===== src/hdl/mcf_pkg.sv =====
// Shared types, constants and helpers for the multichannel FIR filter core.
// No dependencies; every other file imports this package.
`default_nettype none

package mcf_pkg;

  localparam int SAMPLE_W   = 16;
  localparam int SUM_W      = 22;
  localparam int IN_FIELDS  = 4;
  localparam int COEF_W     = 4;
  localparam int COEF_COUNT = 16;
  localparam int COEF_IDX_W = 4;
  localparam int MAX_TAPS   = 64;

  typedef logic signed [SAMPLE_W-1:0] sample_t;
  typedef logic signed [SUM_W-1:0]    sum_t;
  typedef logic signed [COEF_W-1:0]   coef_t;

  localparam coef_t COEFS [COEF_COUNT] = '{
    4'sd3,  -4'sd2,  4'sd5,  4'sd7,
    -4'sd1,  4'sd4, -4'sd3,  4'sd6,
    4'sd2,  -4'sd5,  4'sd1,  4'sd3,
    -4'sd4,  4'sd2,  4'sd6, -4'sd2
  };

  // Levels of a 4-input adder tree needed to reduce n terms to one.
  function automatic int clog4(int n);
    int lv;
    int span;
    lv   = 0;
    span = 1;
    while (span < n) begin
      span = span * 4;
      lv++;
    end
    return lv;
  endfunction

  localparam int MAX_STG = clog4(MAX_TAPS) + 1;

  // Pipeline control sent from the controller to every lane and the merge stage.
  typedef struct packed {
    logic               shift;     // input transfer: advance the delay line
    logic [MAX_STG-1:0] en;        // per-stage load enables (product, tree levels)
    logic               out_load;  // load the output register
  } lane_ctl_t;

  // Coefficient of tap k; taps past the table are zero.
  function automatic coef_t tap_coef(int k);
    if (k < COEF_COUNT) begin
      return COEFS[k[COEF_IDX_W-1:0]];
    end
    return '0;
  endfunction

  // Sample times coefficient, wrapped to the result width.
  function automatic sum_t coef_mult(sample_t x, coef_t c);
    sum_t xe;
    sum_t ce;
    xe = {{(SUM_W-SAMPLE_W){x[SAMPLE_W-1]}}, x};
    ce = {{(SUM_W-COEF_W){c[COEF_W-1]}}, c};
    return xe * ce;
  endfunction

endpackage

`default_nettype wire


===== src/hdl/mcf_merge.sv =====
// Merge stage: output register that gathers the lane sums into one result.
// Depends on mcf_pkg.
`default_nettype none

module mcf_merge import mcf_pkg::*; #(
  parameter int LANES = 4
) (
  input  logic      clk,
  input  lane_ctl_t ctl,
  input  sum_t      lane_sum [LANES],
  output sum_t      sum_out  [IN_FIELDS]
);

  sum_t sum_r [LANES];

  always_ff @(posedge clk) begin
    if (ctl.out_load) begin
      for (int c = 0; c < LANES; c++) begin
        sum_r[c] <= lane_sum[c];
      end
    end
  end

  // Fields without a lane read zero.
  for (genvar c = 0; c < IN_FIELDS; c++) begin : g_out
    if (c < LANES) begin : g_used
      assign sum_out[c] = sum_r[c];
    end else begin : g_unused
      assign sum_out[c] = '0;
    end
  end

endmodule

`default_nettype wire


===== config.mk =====
export PLATFORM = sky130hd
export DESIGN_NAME = mcf_merge
export DESIGN_NICKNAME = d
export VERILOG_FILES = /design/src/hdl/mcf_pkg.sv /design/src/hdl/mcf_merge.sv
export SDC_FILE = /design/constraint.sdc
export NUM_CORES = 1
export LEC_CHECK = 0
export BUFFER_PORTS_ARGS = -buffer_cell sky130_fd_sc_hd__buf_2
export CAP_MARGIN = 0
export CORE_UTILIZATION = 35
export CTS_CLUSTER_DIAMETER = 120
export DETAILED_ROUTE_END_ITERATION = 8
export PLACE_DENSITY_LB_ADDON = 0.2
export SYNTH_ARGS = -nofsm -noshare
export SYNTH_HDL_FRONTEND = slang
export SYNTH_SLANG_ARGS = --single-unit

===== constraint.sdc =====
create_clock -name clk -period 0.8 [get_ports clk]
set_input_delay 0.16 -clock clk [delete_from_list [all_inputs] [get_ports clk]]
set_output_delay 0.16 -clock clk [all_outputs]
set_load 0.1 [all_outputs]

==> metrics.md <==
| Metric | Value |
|---|---|
| # rows | `31` |
| Gr usage total | `0.2143` |
| DRC Markers | `0` |
| Gr busiest metal | `met2` |
| Detailed Place HPWL | `5025 um` |
| Synth top area cells | `edfxtp_1` |
| Core area | `0.007292 sq mm` |
| Synth-to-layout area growth | `131.8%` |
| Post-synthesis compound-gate area fraction | `0` |
| Crit path launch | `sum_r[3][14]` |
| CTS tree | `done` |
| Grt total ovfl | `0` |
| Mapped Area | `0.002643 sq mm` |
| CTS Root Cell | `clkbuf_8` |
| Layout filler cell count | `353` |
| Placer Congestion | `0.7058` |
| Most common cell after layout, fill and taps aside | `buf_12` |
| Net Count, Synth | `183` |
| Violated checks | `negative setup slack` |
| CP Capture Type | `output port` |
| Post-synth top area share | `1.000` |
| Synthesized flop and latch total | `88` |
| Minimum clock period | `1.173 ns` |
| Pins Over Slew Limit | `0` |
| Number of global-route vias before repair | `2,229` |
| M1 GR Usage | `0.2116` |
| Commonest non-fill, non-tap cells in the layout | `buf_12, dlygate4sd3_1, buf_2, edfxtp_1, clkbuf_8` |
| Die X | `88.89 um` |
| Critical path launch point type | `flip-flop` |
| Sink Count | `88` |
| Post-route setup slack | `-0.3734 ns` |
| Biggest register | `sum_r` |
| Arrival time worst endpoint | `1.01 ns` |
| Post-CTS Resized | `0` |
| # setup viols final | `88` |
| Slew @ Worst Pin | `0.1920 ns` |
| Global-route wire length before repair | `11,530 um` |
| Routed WL | `8184 um` |
| Worst path depth | `1` |
| Drt pass-1 iters | `4` |
| Part of the power in the clock network | `0.241` |
| Die height | `88.89 um` |
| Io pins | `183` |
| Maxcap violations | `0` |
| DR vias | `1,997` |
| Die area | `0.007901 sq mm` |
| Peak supply drop | `1.386 mV` |
| Post-synthesis xor/xnor area fraction | `0` |
| Net switching power | `0.004865 W` |
| Adder-cell share of the synthesized area | `0` |
| Sequential-to-total area share from yosys stat | `1.000` |
| PD cells | `2267 mW/mm^2` |
| Peak Freq | `0.8522 GHz` |
| Num CTS Buffers | `9` |
| Post-DRT Antenna Nets | `0` |
| Setup Fix Bufs, Post-CTS | `0` |
| Slowest CP cell | `edfxtp_1` |
| Int Power | `0.009018 W` |
| DR WL/cell | `17.34 um` |
| Number of port buffers | `177` |
| Combinational share of power | `0.342` |
| Relative slew slack | `0.8720` |
| Final setup TNS | `-29.28 ns` |
| Seq pwr share | `0.418` |
| Crit share post-route | `1.467` |
| Final hold vios | `0` |
| CP required | `0.64 ns` |
| Antenna violations before repair | `0` |
| Initial Util | `0.3624` |
| Crit Path Max Fanout | `1` |
| Critical Path, Cell by Cell | `buf_12` |
| Total Power | `0.01388 W` |
| Number of library cell types mapped by synthesis | `1` |
| CTS H-Tree Depth | `3` |
| Synth Area in Simple Gates | `0` |
| Min-Delay Path Class | `primary input to flip-flop` |
| Kind of critical path | `flip-flop to output port` |
| Crit path to | `sum_out[14]` |
| Status | `finished, violations left` |
| Bufs and invs on worst path | `1` |
| Vias per cell | `4.231` |
| Met2 usage | `0.3993` |
| N_diodes | `0` |
| Biggest area consumer among synthesized cells | `edfxtp_1` |
| Cell family with most CP delay | `flip-flops` |
| Worst-path clk slew | `0.09 ns` |
| Switching Fraction | `0.3504` |
| Critical path's largest stage delay | `0.45 ns` |
| Top Registers | `sum_r (88)` |
| Footprint of the multi-input gates | `0 sq um` |
| Layout multi-input combinational cell count | `0` |
| GR Util met3 | `0.07572` |
| Share of cells above drive strength 1 | `0.5228` |
| Largest net degree at the start of global routing | `35` |
| Mux contribution to synthesized area | `0` |
| Max clock buf depth | `2` |
| Total Nets Final | `463` |
| Max FFs per register | `88` |
| Synth Instances | `88` |
| Leak Pwr | `2.539 nW` |
| DRT iter0 DRCs | `60` |
| Syn Area/Cell | `30.03 sq um` |
| RSZ-0062 raised after global routing | `yes` |
| Synthesis Warnings | `0` |
-- final cells by class --
| class | count | area (sq um) | share of cell area |
|---|---|---|---|
| Sequential cell | 88 | 2643 | 0.4315 |
| Tap cell | 99 | 123.9 | 0.02022 |
| Clock buffer | 11 | 131.4 | 0.02145 |
| Clock inverter | 5 | 81.33 | 0.01328 |
| Timing Repair Buffer | 269 | 3146 | 0.5136 |
-- repair_timing --
action                                  CTS  global route
endpoints found under the setup margin   88            88
hold endpoints to repair                 85             3
hold buffers                             85             3
-- cell families after synthesis --
group       count (synthesis)
flip-flops                 88
-- power groups by stage --
| stage | logic, W | registers [W] | clock network, W |
|---|---|---|---|
| after floorplan | 0 | 0.00829 | 0 |
| after global placement | 0.00436 | 0.00588 | 0 |
| after detailed placement | 0.00440 | 0.00590 | 0 |
| after CTS | 0.00472 | 0.00579 | 0.00333 |
| after global routing | 0.00484 | 0.00583 | 0.00357 |
| final | 0.00474 | 0.00580 | 0.00334 |
-- worst min-delay path by stage --
stage	start	end	depth (start not counted)
after detailed placement	lane_sum[77]	sum_r[0][11]	1
after global placement	lane_sum[36]	sum_r[2][14]	1
after global routing	ctl[0]	sum_r[2][16]	2
after CTS	lane_sum[81]	sum_r[0][15]	1
final	ctl[0]	sum_r[2][15]	2
after floorplan	lane_sum[66]	sum_r[0][0]	0
-- per-stage QoR --
stage	utilization	hold slack (ns)	cells	area [sq um]	setup slack, ns
after floorplan	-	0.2589	88	2643	-0.2640
after global placement	0.6899	0.3361	368	5031	-0.03000
after detailed placement	0.6899	0.3381	368	5031	-0.05583
after CTS	0.8358	0.002700	469	6095	-0.3749
after global routing	0.8399	0.2143	472	6125	-0.3926
final	0.8399	0.2209	472	6125	-0.3734
-- synth_stat cells --
| library cell | instances |
|---|---|
| edfxtp_1 | 88 |
-- per-layer routing --
layer / share of wire / vias up
li1: - / 917
met1: 0.34 / 938
met2: 0.55 / 130
met3: 0.090 / 12
met4: 0.023 / 0
met5: 0 / -
No activity file was read; power rests on OpenSTA's default activity.
