===== config.mk =====
export PLATFORM = sky130hd
export DESIGN_NAME = mcf_lane
export DESIGN_NICKNAME = d
export VERILOG_FILES = /design/src/hdl/mcf_pkg.sv /design/src/hdl/mcf_lane.sv
export SDC_FILE = /design/constraint.sdc
export NUM_CORES = 1
export LEC_CHECK = 0
export ABC_AREA = 0
export CORE_ASPECT_RATIO = 1.5
export CORE_MARGIN = 2
export CORE_UTILIZATION = 40
export CTS_BUF_LIST = sky130_fd_sc_hd__clkbuf_4
export CTS_CLUSTER_DIAMETER = 150
export DETAILED_ROUTE_END_ITERATION = 6
export DONT_BUFFER_PORTS = 1
export PLACE_DENSITY = 0.51
export REMOVE_ABC_BUFFERS = 1
export SLEW_MARGIN = 20
export SYNTH_ARGS = -nofsm -noshare
export SYNTH_HDL_FRONTEND = slang
export SYNTH_SLANG_ARGS = --single-unit

===== constraint.sdc =====
create_clock -name clk -period 4 [get_ports clk]
set_input_delay 0 -clock clk [delete_from_list [all_inputs] [get_ports clk]]
set_output_delay 0 -clock clk [all_outputs]
set_load 0.05 [all_outputs]

===== src/hdl/mcf_pkg.sv =====
// Shared types, constants and helpers for the multichannel FIR filter core.
// No dependencies; every other file imports this package.
`default_nettype none

package mcf_pkg;

  localparam int SAMPLE_W   = 16;
  localparam int SUM_W      = 22;
  localparam int IN_FIELDS  = 4;
  localparam int COEF_W     = 4;
  localparam int COEF_COUNT = 16;
  localparam int COEF_IDX_W = 4;
  localparam int MAX_TAPS   = 64;

  typedef logic signed [SAMPLE_W-1:0] sample_t;
  typedef logic signed [SUM_W-1:0]    sum_t;
  typedef logic signed [COEF_W-1:0]   coef_t;

  localparam coef_t COEFS [COEF_COUNT] = '{
    4'sd3,  -4'sd2,  4'sd5,  4'sd7,
    -4'sd1,  4'sd4, -4'sd3,  4'sd6,
    4'sd2,  -4'sd5,  4'sd1,  4'sd3,
    -4'sd4,  4'sd2,  4'sd6, -4'sd2
  };

  // Levels of a 4-input adder tree needed to reduce n terms to one.
  function automatic int clog4(int n);
    int lv;
    int span;
    lv   = 0;
    span = 1;
    while (span < n) begin
      span = span * 4;
      lv++;
    end
    return lv;
  endfunction

  localparam int MAX_STG = clog4(MAX_TAPS) + 1;

  // Pipeline control sent from the controller to every lane and the merge stage.
  typedef struct packed {
    logic               shift;     // input transfer: advance the delay line
    logic [MAX_STG-1:0] en;        // per-stage load enables (product, tree levels)
    logic               out_load;  // load the output register
  } lane_ctl_t;

  // Coefficient of tap k; taps past the table are zero.
  function automatic coef_t tap_coef(int k);
    if (k < COEF_COUNT) begin
      return COEFS[k[COEF_IDX_W-1:0]];
    end
    return '0;
  endfunction

  // Sample times coefficient, wrapped to the result width.
  function automatic sum_t coef_mult(sample_t x, coef_t c);
    sum_t xe;
    sum_t ce;
    xe = {{(SUM_W-SAMPLE_W){x[SAMPLE_W-1]}}, x};
    ce = {{(SUM_W-COEF_W){c[COEF_W-1]}}, c};
    return xe * ce;
  endfunction

endpackage

`default_nettype wire


===== src/hdl/mcf_lane.sv =====
// One channel lane: tap delay line, constant-coefficient products and a
// registered 4-input adder tree. Depends on mcf_pkg.
`default_nettype none

module mcf_lane import mcf_pkg::*; #(
  parameter int NUM_TAPS = 16
) (
  input  logic      clk,
  input  lane_ctl_t ctl,
  input  sample_t   sample,
  output sum_t      sum
);

  localparam int HIST = NUM_TAPS - 1;
  localparam int LVLS = clog4(NUM_TAPS);
  localparam int PAD  = 4 ** LVLS;

  sample_t hist_r [HIST];
  sum_t    prod   [PAD];
  sum_t    tree_r [LVLS+1][PAD];

  // Shift the delay line on every input transfer, newest sample in slot 0.
  always_ff @(posedge clk) begin
    if (ctl.shift) begin
      hist_r[0] <= sample;
      for (int j = 1; j < HIST; j++) begin
        hist_r[j] <= hist_r[j-1];
      end
    end
  end

  for (genvar k = 0; k < PAD; k++) begin : g_prod
    if (k == 0) begin : g_cur
      assign prod[k] = coef_mult(sample, tap_coef(0));
    end else if (k < NUM_TAPS) begin : g_old
      assign prod[k] = coef_mult(hist_r[k-1], tap_coef(k));
    end else begin : g_pad
      assign prod[k] = '0;
    end
  end

  // Level 0 holds the products; each later level sums groups of four.
  always_ff @(posedge clk) begin
    if (ctl.en[0]) begin
      for (int k = 0; k < PAD; k++) begin
        tree_r[0][k] <= prod[k];
      end
    end
    for (int l = 1; l <= LVLS; l++) begin
      if (ctl.en[l]) begin
        for (int j = 0; j < PAD / 4; j++) begin
          if (j < (PAD >> (2 * l))) begin
            tree_r[l][j] <= tree_r[l-1][4*j]   + tree_r[l-1][4*j+1]
                          + tree_r[l-1][4*j+2] + tree_r[l-1][4*j+3];
          end
        end
      end
    end
  end

  assign sum = tree_r[LVLS][0];

endmodule

`default_nettype wire


==> run metrics <==
Setup TNS 0 ns; max-slew violations 0; fin nets 4,119; Starting Density 0.404; CTS tree built; root buf cell clkbuf_4; failing checks hold timing; max-cap viol count 0; leakage 19.5 nW; Fillers 9,093; Yosys cell types 77; grt total ovfl 0; Die ar. 102,000 sq um; Post-Syn Area per Cell 12.3 sq um; Via density 4.93; Via Count 24,100; clock network power share 0.161; Die H 390 microns; H-tree depth 4; final period utilization 0.967; final total power 36.9 mW; largest net degree at the start of global routing 304; ratio of cells with drive above 1 in the final layout 0.0975; Main synth FF type edfxtp_1; post-CTS setup buffer count 0; sw power 15.3 mW; # port buffers 0; dpl hpwl 64,500 microns; unrepaired setup endpoints after global routing no; Clock Sinks 652; combinational fraction of design power 0.542; Final ANT Viol Nets 0; drt first pass iters 7; Hold WC Path Type in2reg; fin crit period 3.87 ns; clock skew 0.0672 ns; endpoints failing setup 0; Cell Count, Final, Fillers Out 4,892; placed cells 4,530; number of cells on the critical path 15; CTS Hold Bufs 60; register bit total from synthesis 652; Sequential Power Share 0.297; post-synthesis cell area 39,800 sq um; Avg WL per Cell 18.1 microns; Inserted Clock Buffers 175; sw frac 0.414; Pint 21.6 mW; FFs w/ async S/R, synth 0; VDD IR max 0.680 mV; post-synthesis sequential area ratio 0.492; Clk Latency, worst-skew pair 1.09 ns; DRT Wirelength 88,600 microns; CP cell instances fa_1 -> inv_1 -> fa_1 -> inv_1 -> ha_1 -> inv_1 -> fa_2 -> nor2b_4 -> o31a_1 -> or4_4 -> a31oi_4 -> buf_12 -> a21oi_1 -> o211ai_1 -> o311ai_1; status finished with violations; width of the die 262 microns; I/O pin count 45; EDFF count, synth 652; Crit path top cell by count inv_1; Layout area overhead 11.6%; number of global-route vias before repair 27,200; Post-route DRC 0; initial drt markers 807; GRT Util Overall 0.182; relative slew slack 0.423; initial antenna violation count 2; CP Max Fanout 5; Critical path buffers and inverters 4; Tightest Pin Transition 0.858 ns; CTS max path bufs 3; number of placement rows 141; PwrDens 830 nW/um^2; Routability Congestion 0.833; Worst Setup End Kind flip-flop; Worst path slowest cell fa_1; CP required 4.83 ns; core area 98,600 sq um; hold path depth 0; Yosys warnings 0; cell count after synthesis 3,232; clk slew on worst S/H paths 0.06 ns; worst setup path class reg2reg; crit start category flip-flop; fmax 258 MHz; FF-to-FF path depth 15; WP data arrival 4.69 ns; global-route wire length before repair 142,000 microns; hold slack final -0.886 ns; CP delay by family, top adder cells; Worst path max stage delay 0.56 ns; Hold Vio Cnt, Final 543
## registers in the layout, indices dropped and copies added, names as in the netlist
| register | cells |
|---|---|
| hist_r | 240 |
| tree_r | 412 |
## path summary, 6_finish.rpt
kind | from | end | slack [ns]
max | tree_r[0][599]$_DFFE_PP_ | tree_r[0][1022]$_DFFE_PP_ | 0.13
min | ctl[1] | tree_r[0][1]$_DFFE_PP_ | -0.89
max reg2reg | tree_r[0][599]$_DFFE_PP_ | tree_r[0][1022]$_DFFE_PP_ | 0.13
min reg2reg | hist_r[0][76]$_DFFE_PP_ | tree_r[0][225]$_DFFE_PP_ | 0.43
## layout by cell type, fill, tap and decap left out, types with 25 or more instances in the layout
cell type      count
a21oi_1          156
clkbuf_4         250
clkinv_1          29
o21a_1            33
nor3_1            44
nor2_1           148
nand2_1           96
dlygate4sd3_1     56
nand3_1           29
buf_4             42
ha_1             378
o21ai_0           79
edfxtp_1         652
xnor2_1          186
fa_1             237
a21o_1            65
xor2_1            68
inv_1            699
a31oi_1           25
## final cells by class
class | instances | area [sq um] | share of cell area
antenna | 6 | 15.0 | 0.000338
clock buffer | 250 | 1880 | 0.0422
clock inverter | 46 | 282 | 0.00634
inverter | 699 | 2620 | 0.0591
multi-input combinational | 1849 | 17400 | 0.393
sequential | 652 | 19600 | 0.441
tap | 1287 | 1610 | 0.0362
timing repair buffer | 103 | 991 | 0.0223
## cell usage after synthesis, drive strengths merged (7+ instances only)
cell type	number	area, sq um
a2111oi	7	61.3
a211oi	17	133
a21o	65	488
a21oi	158	795
a31oi	28	190
and2	9	56.3
and3	22	138
buf	25	176
clkbuf	7	26.3
edfxtp	652	19600
fa	238	4760
ha	378	4730
inv	699	2620
nand2	96	360
nand2b	24	150
nand3	29	145
nand3b	8	60.1
nand4	10	62.6
nor2	148	556
nor2b	25	164
nor3	45	230
nor4	21	159
o211ai	13	97.6
o21a	33	248
o21ai	80	400
o21bai	24	180
or3	10	63.8
or4	8	67.6
xnor2	186	1630
xor2	68	596
## stage by stage
step           worst slack, ns  utilization  hold WS (ns)  area (sq um)
6_report                 0.131        0.450        -0.886         44400
5_1_grt                 0.0136        0.450         -1.05         44400
4_1_cts                0.00258        0.450         -1.09         44400
3_5_place_dp           -0.0472        0.421        0.0991         41500
3_3_place_gp            0.0557        0.421        0.0991         41500
2_1_floorplan            0.383            -        0.0989         39600
## cells by family (layout without fill, tap and decap cells)
logic type / Yosys count / after routing / share of synthesized area
other cells: 0 / 6 / 0
fa+ha+maj: 616 / 616 / 0.239
compound gates: 497 / 497 / 0.0812
xor+xnor: 254 / 254 / 0.0559
buf+inv: 731 / 1098 / 0.0710
mux: 8 / 8 / 0.00214
flops: 652 / 652 / 0.492
simple gates: 474 / 474 / 0.0593
## power by group through the flow
stage | clock (mW) | sequential [mW] | combinational, mW
finish | 5.94 | 10.9 | 20.0
global route | 6.56 | 11.1 | 22.5
CTS | 6.23 | 11.0 | 20.2
detailed placement | 0 | 11.1 | 19.9
global placement | 0 | 11.1 | 19.6
floorplan | 0 | 10.8 | 14.6
## metal layers
layer	GRT usage	vias up	wire, microns
met2	0.360	394	51100
li1	-	11600	-
met4	0.0708	0	2770
met5	0	-	0
met1	0.178	11900	31700
met3	0.0408	180	3060
## worst reg2reg max path, stage by stage (launching register included)
cell and delay [ns]:
edfxtp_1 0.40, fa_1 0.56, inv_1 0.05, fa_1 0.47
inv_1 0.04, ha_1 0.19, inv_1 0.08, fa_2 0.23
nor2b_4 0.05, o31a_1 0.27, or4_4 0.51, a31oi_4 0.20
buf_12 0.14, a21oi_1 0.10, o211ai_1 0.20, o311ai_1 0.12
## repair_timing
action,CTS,global route
endpoints found under the setup margin,1,13
resized for setup,1,11
pin swaps,0,6
hold endpoints to repair,687,543
Power figures use the tool's default switching activity.
