**config.mk**
```make
export PLATFORM = sky130hd
export DESIGN_NAME = mcf_ctrl
export DESIGN_NICKNAME = d
export VERILOG_FILES = /design/src/hdl/mcf_pkg.sv /design/src/hdl/mcf_ctrl.sv
export SDC_FILE = /design/constraint.sdc
export NUM_CORES = 1
export LEC_CHECK = 0
export BUFFER_PORTS_ARGS = -buffer_cell sky130_fd_sc_hd__buf_2
export CAP_MARGIN = 20
export CORE_AREA = 2 2 39 41
export DETAILED_ROUTE_END_ITERATION = 8
export DIE_AREA = 0 0 41 43
export PLACE_DENSITY = 0.51
export SETUP_SLACK_MARGIN = 0.5
export SLEW_MARGIN = 5
export SYNTH_ARGS = -nofsm -noshare
export SYNTH_HDL_FRONTEND = slang
export SYNTH_SLANG_ARGS = --single-unit
```
**constraint.sdc**
```tcl
create_clock -name clk -period 1.7 [get_ports clk]
set_clock_uncertainty 0.2 [all_clocks]
set_input_delay 0.085 -clock clk [delete_from_list [all_inputs] [get_ports clk]]
set_output_delay 0.085 -clock clk [all_outputs]
set_load 0.05 [all_outputs]
```
**src/hdl/mcf_pkg.sv**
```systemverilog
// Shared types, constants and helpers for the multichannel FIR filter core.
// No dependencies; every other file imports this package.
`default_nettype none

package mcf_pkg;

  localparam int SAMPLE_W   = 16;
  localparam int SUM_W      = 22;
  localparam int IN_FIELDS  = 4;
  localparam int COEF_W     = 4;
  localparam int COEF_COUNT = 16;
  localparam int COEF_IDX_W = 4;
  localparam int MAX_TAPS   = 64;

  typedef logic signed [SAMPLE_W-1:0] sample_t;
  typedef logic signed [SUM_W-1:0]    sum_t;
  typedef logic signed [COEF_W-1:0]   coef_t;

  localparam coef_t COEFS [COEF_COUNT] = '{
    4'sd3,  -4'sd2,  4'sd5,  4'sd7,
    -4'sd1,  4'sd4, -4'sd3,  4'sd6,
    4'sd2,  -4'sd5,  4'sd1,  4'sd3,
    -4'sd4,  4'sd2,  4'sd6, -4'sd2
  };

  // Levels of a 4-input adder tree needed to reduce n terms to one.
  function automatic int clog4(int n);
    int lv;
    int span;
    lv   = 0;
    span = 1;
    while (span < n) begin
      span = span * 4;
      lv++;
    end
    return lv;
  endfunction

  localparam int MAX_STG = clog4(MAX_TAPS) + 1;

  // Pipeline control sent from the controller to every lane and the merge stage.
  typedef struct packed {
    logic               shift;     // input transfer: advance the delay line
    logic [MAX_STG-1:0] en;        // per-stage load enables (product, tree levels)
    logic               out_load;  // load the output register
  } lane_ctl_t;

  // Coefficient of tap k; taps past the table are zero.
  function automatic coef_t tap_coef(int k);
    if (k < COEF_COUNT) begin
      return COEFS[k[COEF_IDX_W-1:0]];
    end
    return '0;
  endfunction

  // Sample times coefficient, wrapped to the result width.
  function automatic sum_t coef_mult(sample_t x, coef_t c);
    sum_t xe;
    sum_t ce;
    xe = {{(SUM_W-SAMPLE_W){x[SAMPLE_W-1]}}, x};
    ce = {{(SUM_W-COEF_W){c[COEF_W-1]}}, c};
    return xe * ce;
  endfunction

endpackage

`default_nettype wire

```
**src/hdl/mcf_ctrl.sv**
```systemverilog
// Pipeline controller: fill count, per-stage valid bits and stall-aware
// load enables shared by all lanes. Depends on mcf_pkg.
`default_nettype none

module mcf_ctrl import mcf_pkg::*; #(
  parameter int NUM_TAPS = 16
) (
  input  logic      clk,
  input  logic      rst_n,
  input  logic      in_valid,
  input  logic      out_ready,
  output logic      in_ready,
  output logic      out_valid,
  output lane_ctl_t ctl
);

  localparam int STG   = clog4(NUM_TAPS) + 1;
  localparam int HIST  = NUM_TAPS - 1;
  localparam int CNT_W = $clog2(NUM_TAPS);

  logic [CNT_W-1:0] fill_r, fill_nxt;
  logic [STG-1:0]   vld_r, vld_nxt;
  logic             out_vld_r, out_vld_nxt;
  logic [STG:0]     en;
  logic             full;
  logic             accept;

  // A stage loads when it is empty or its contents move on.
  always_comb begin
    en[STG] = !out_vld_r || out_ready;
    for (int i = STG - 1; i >= 0; i--) begin
      en[i] = !vld_r[i] || en[i+1];
    end
  end

  // Hold off input transfers while in reset.
  assign full   = (fill_r == CNT_W'(HIST));
  assign accept = in_valid && en[0] && rst_n;

  always_comb begin
    vld_nxt[0] = en[0] ? (accept && full) : vld_r[0];
    for (int i = 1; i < STG; i++) begin
      vld_nxt[i] = en[i] ? vld_r[i-1] : vld_r[i];
    end
    out_vld_nxt = en[STG] ? vld_r[STG-1] : out_vld_r;
    fill_nxt    = (accept && !full) ? fill_r + CNT_W'(1) : fill_r;
  end

  always_ff @(posedge clk) begin
    if (!rst_n) begin
      fill_r    <= '0;
      vld_r     <= '0;
      out_vld_r <= 1'b0;
    end else begin
      fill_r    <= fill_nxt;
      vld_r     <= vld_nxt;
      out_vld_r <= out_vld_nxt;
    end
  end

  assign ctl.shift    = accept;
  assign ctl.en       = MAX_STG'(en[STG-1:0]);
  assign ctl.out_load = en[STG];
  assign in_ready     = en[0] && rst_n;
  assign out_valid    = out_vld_r;

  a_fill_no_result: assert property (@(posedge clk) disable iff (!rst_n)
    accept && !full |=> !vld_r[0])
    else $error("frame taken during fill produced a result");

  a_fill_bound: assert property (@(posedge clk) disable iff (!rst_n)
    fill_r <= CNT_W'(HIST))
    else $error("fill count past history depth");

  a_fill_monotonic: assert property (@(posedge clk) disable iff (!rst_n)
    1'b1 |=> fill_r >= $past(fill_r))
    else $error("fill count went down outside reset");

  a_last_stage_hold: assert property (@(posedge clk) disable iff (!rst_n)
    out_vld_r && !out_ready && vld_r[STG-1] |-> !en[STG-1])
    else $error("last tree stage overwritten while output stalled");

endmodule

`default_nettype wire

```
==> parameters.txt <==
Parameter                              Value

Clock network
  Total CTS buffers ... 3
  Number of hold buffers added after CTS ... 3
  Bufs on Longest Clock Path ... 2
  Insertion delay to the later sink of the worst-skew pair ... 0.25 ns
  CTS tree ... yes
  Maximum level of the CTS H-tree ... 1
  Register clock-pin slew on the reported worst setup and hold paths ... 0.07 ns
  Clk Tree Root Cell ... sky130_fd_sc_hd__clkbuf_4
  Clock tree sinks ... 8

Yosys
  Commonest cells post-synth ... sky130_fd_sc_hd__dfxtp_1 (8), sky130_fd_sc_hd__nand2_1 (5), sky130_fd_sc_hd__nand3_1 (3)
  Primary FF master, synth ... sky130_fd_sc_hd__dfxtp_1
  Avg Cell Area, Syn ... 9.28 um2
  Number of flops mapped to enable cells by yosys ... 0
  Library cell with the highest instance count after synthesis ... sky130_fd_sc_hd__dfxtp_1
  Register bit total from synthesis ... 8
  Async set-or-reset flop fraction in the synthesized netlist ... 0%
  Cell type with the largest total area after synthesis ... sky130_fd_sc_hd__dfxtp_1
  Mapped Area ... 399 um2
  Number of warnings reported in the yosys synthesis log ... 0
  Number of distinct library cell variants in the gate-level netlist after synthesis ... 27
  Area share of the largest cell type after synthesis ... 40.1%
  Net count of the mapped netlist ... 48
  Mapped Cells ... between 40 and 50
  Sequential area share after synthesis ... between 40% and 50%
  Biggest area contributors in the synthesized netlist ... sky130_fd_sc_hd__dfxtp_1 (40%), sky130_fd_sc_hd__o211ai_4 (5.3%), sky130_fd_sc_hd__nand2_1 (4.7%)

STA
  Final slew viol count ... 0
  Part of the cycle the worst path needs ... 90.2%
  Sum of negative setup slack ... 0 ns
  RSZ-0062 raised after global routing ... yes
  Upper clock frequency limit ... 0.652 GHz
  Final setup viols ... 0
  Number of endpoints with negative hold slack in the final report ... 1
  Hold WS ... -0.0412 ns
  Time the worst path needs with I/O delays and setup ... 1.53 ns

Run
  Max capacitance violation total ... 0

Global routing
  Largest net degree at the start of global routing ... 8
  Global-route congestion overflow total ... 0
  Number of global-route vias before repair ... 352
  Global routing usage summed across all routing layers ... 11.7%
  Wire length of the first global-routing pass ... between 1000 and 1500 um
  Initial antenna violation count ... 0

Place
  Placed insts ... 66
  Detailed-placement wirelength estimate ... 541 um
  Final GP Congestion ... 0.685
  I/O Buffers ... 10

Layout
  Diode insertion count for antenna repair ... 0
  Share of final-layout standard cells stronger than drive strength 1 ... roughly 48%
  Fill cells ... 123
  Number of nets in the finished design ... ~70
  Layout Area Growth over Synthesis ... 65.2%
  Layout Cells excl Fill ... 79

Setup path
  Slack of the worst reg-to-reg path ... 0.20 ns
  Critical-path top delay cell ... sky130_fd_sc_hd__dfxtp_4
  Crit-path cells ... and3b_4 -> buf_6 -> inv_8 -> buf_4 -> buf_8
  Worst reg2reg path endpoint ... fill_r[3]$_SDFFE_PN0P_
  Worst setup path endpoint ... ctl[3]
  Sort of element at the start of the critical path ... flip-flop
  Reg-to-reg critical path startpoint ... out_valid$_SDFFE_PN0P_
  Highest cell delay on the worst timing path ... 0.35 ns
  Required arrival time at the worst endpoint ... 1.41 ns
  Cells on worst reg2reg path ... 6
  Highest net fanout along the worst path ... 4
  Kind of end point of the critical path ... output port
  Worst setup path start ... out_valid$_SDFFE_PN0P_
  Crit Path Class ... reg -> out
  Worst EP arrival ... 1.25 ns

Power and ir drop
  Net switching power ... 0.000106 W
  Relative contribution of sequential cells to total power ... 47.1%
  Clock power share ... around two fifths
  Worst vdd rail ir drop ... between 300 and 400 uV
  Power per Cell Area ... 630 mW/mm2
  Cell internal pwr ... 0.000309 W
  Logic gate share of total power ... 14.2%
  Sw frac ... 25.5%
  Reported leakage power ... 0.255 nW

Route
  First-pass iteration count of the detailed router ... 5
  Via-per-instance ratio ... between 4 and 5
  Detail Route Antenna Nets ... 0
  Via count of the routed design ... approximately 360
  First-iteration detailed-routing DRC count ... 7
  Wire length reported by the detailed router ... roughly 890 um
  Routed WL per cell ... 11.2 um
  DRC Markers ... 0

Die
  Horizontal die dimension ... 41 um
  Die area ... 0.00176 mm2
  Initial standard-cell utilization of the core ... 28.8%
  Boundary Pins ... 12
  Row Count ... 14
  Area inside the core boundary ... 0.00138 mm2
  Height of the die ... 43 um

Status
  Status ... complete, but fails checks
  Violations in the final reports ... hold timing

Hold path
  Class of the most critical hold timing path ... in -> reg
[power groups by stage]
stage	Sequential (W)	Clock (W)	Combinational, W
6_report	0.000195	0.000161	0.0000590
5_1_grt	0.000196	0.000174	0.0000635
4_1_cts	0.000195	0.000162	0.0000586
3_5_place_dp	0.000199	0	0.0000446
3_3_place_gp	0.000199	0	0.0000448
2_1_floorplan	0.000199	0	0.0000378
[cells by family after synthesis]
logic type / count (synthesis) / share of synthesized area (%)
simple gates: 17 / 25.1
other cells: 1 / 0.940
xor+xnor: 1 / 2.19
buf+inv: 5 / 7.21
flops: 8 / 40.1
compound gates: 10 / 21.3
fa+ha+maj: 1 / 3.13
[per-stage QoR]
stage,power (W),utilization (%),setup WS [ns],instance area [um2]
2_1_floorplan,0.000237,-,0.102,419
4_1_cts,0.000416,45.3,0.204,627
3_3_place_gp,0.000244,34.0,0.155,470
3_5_place_dp,0.000244,34.0,0.126,470
5_1_grt,0.000433,47.6,0.118,659
6_report,0.000415,47.6,0.167,659
[layout by cell type, fill, tap and decap left out, drive strengths merged]
master / n
nand3: 4
conb: 1
buf: 16
nand2: 5
dfxtp: 8
dlygate4sd3: 3
and3b: 1
ha: 1
nand2b: 1
xnor2: 1
a21oi: 1
o211ai: 1
and3: 1
o21a: 1
o21ai: 2
a31o: 1
and2: 2
nand4: 1
a21boi: 3
o311a: 1
inv: 2
clkbuf: 4
or3: 1
nor2b: 1
[routing by layer]
| metal | vias to the layer above | share of wire, % | wire length [um] | track usage (%) |
|---|---|---|---|---|
| met5 | - | 0 | 0 | 0 |
| met4 | 0 | 0 | 0 | 4.00 |
| met3 | 0 | 3.6 | 32 | 3.14 |
| met2 | 8 | 47 | 420 | 16.9 |
| met1 | 166 | 49 | 434 | 16.1 |
| li1 | 190 | - | - | - |
[timing repair]
item / CTS / global route
gates resized for setup: 18 / 10
buffers inserted: 5 / 1
pin swaps: 4 / 4
endpoints found under the setup margin: 10 / 12
cloned: 0 / 0
endpoints found under the hold margin: 7 / 1
[state kept, by name (all words and copies together), names as in the netlist]
register,flops
vld_r,3
out_valid,1
fill_r,4
[worst min path at each step]
stage,startpoint,cells past startpoint,to,slack (ns)
4_1_cts,out_ready,3,out_valid$_SDFFE_PN0P_,-0.05
3_5_place_dp,out_ready,3,out_valid$_SDFFE_PN0P_,0.20
6_report,out_ready,3,out_valid$_SDFFE_PN0P_,-0.04
3_3_place_gp,out_ready,3,out_valid$_SDFFE_PN0P_,0.19
5_1_grt,out_ready,3,out_valid$_SDFFE_PN0P_,-0.03
2_1_floorplan,rst_n,2,fill_r[1]$_SDFFE_PN0P_,0.02
[critical path: cells and delay by family, from the launching register on]
| family | cells | cell delay (ns) |
|---|---|---|
| simple gates | 1 | 0.21 |
| flops | 1 | 0.35 |
| buf+inv | 4 | 0.42 |
[final cells by class]
cell class	instances	area, um2	area share (%)
clock buffers	4	26.3	3.98
inverters	2	15.0	2.28
multi-input cells	30	241	36.6
flip-flops and latches	8	165	25.0
well taps	16	20.0	3.04
repair buffers	19	191	29.0
Note: power is estimated with default switching activity, not from simulation.
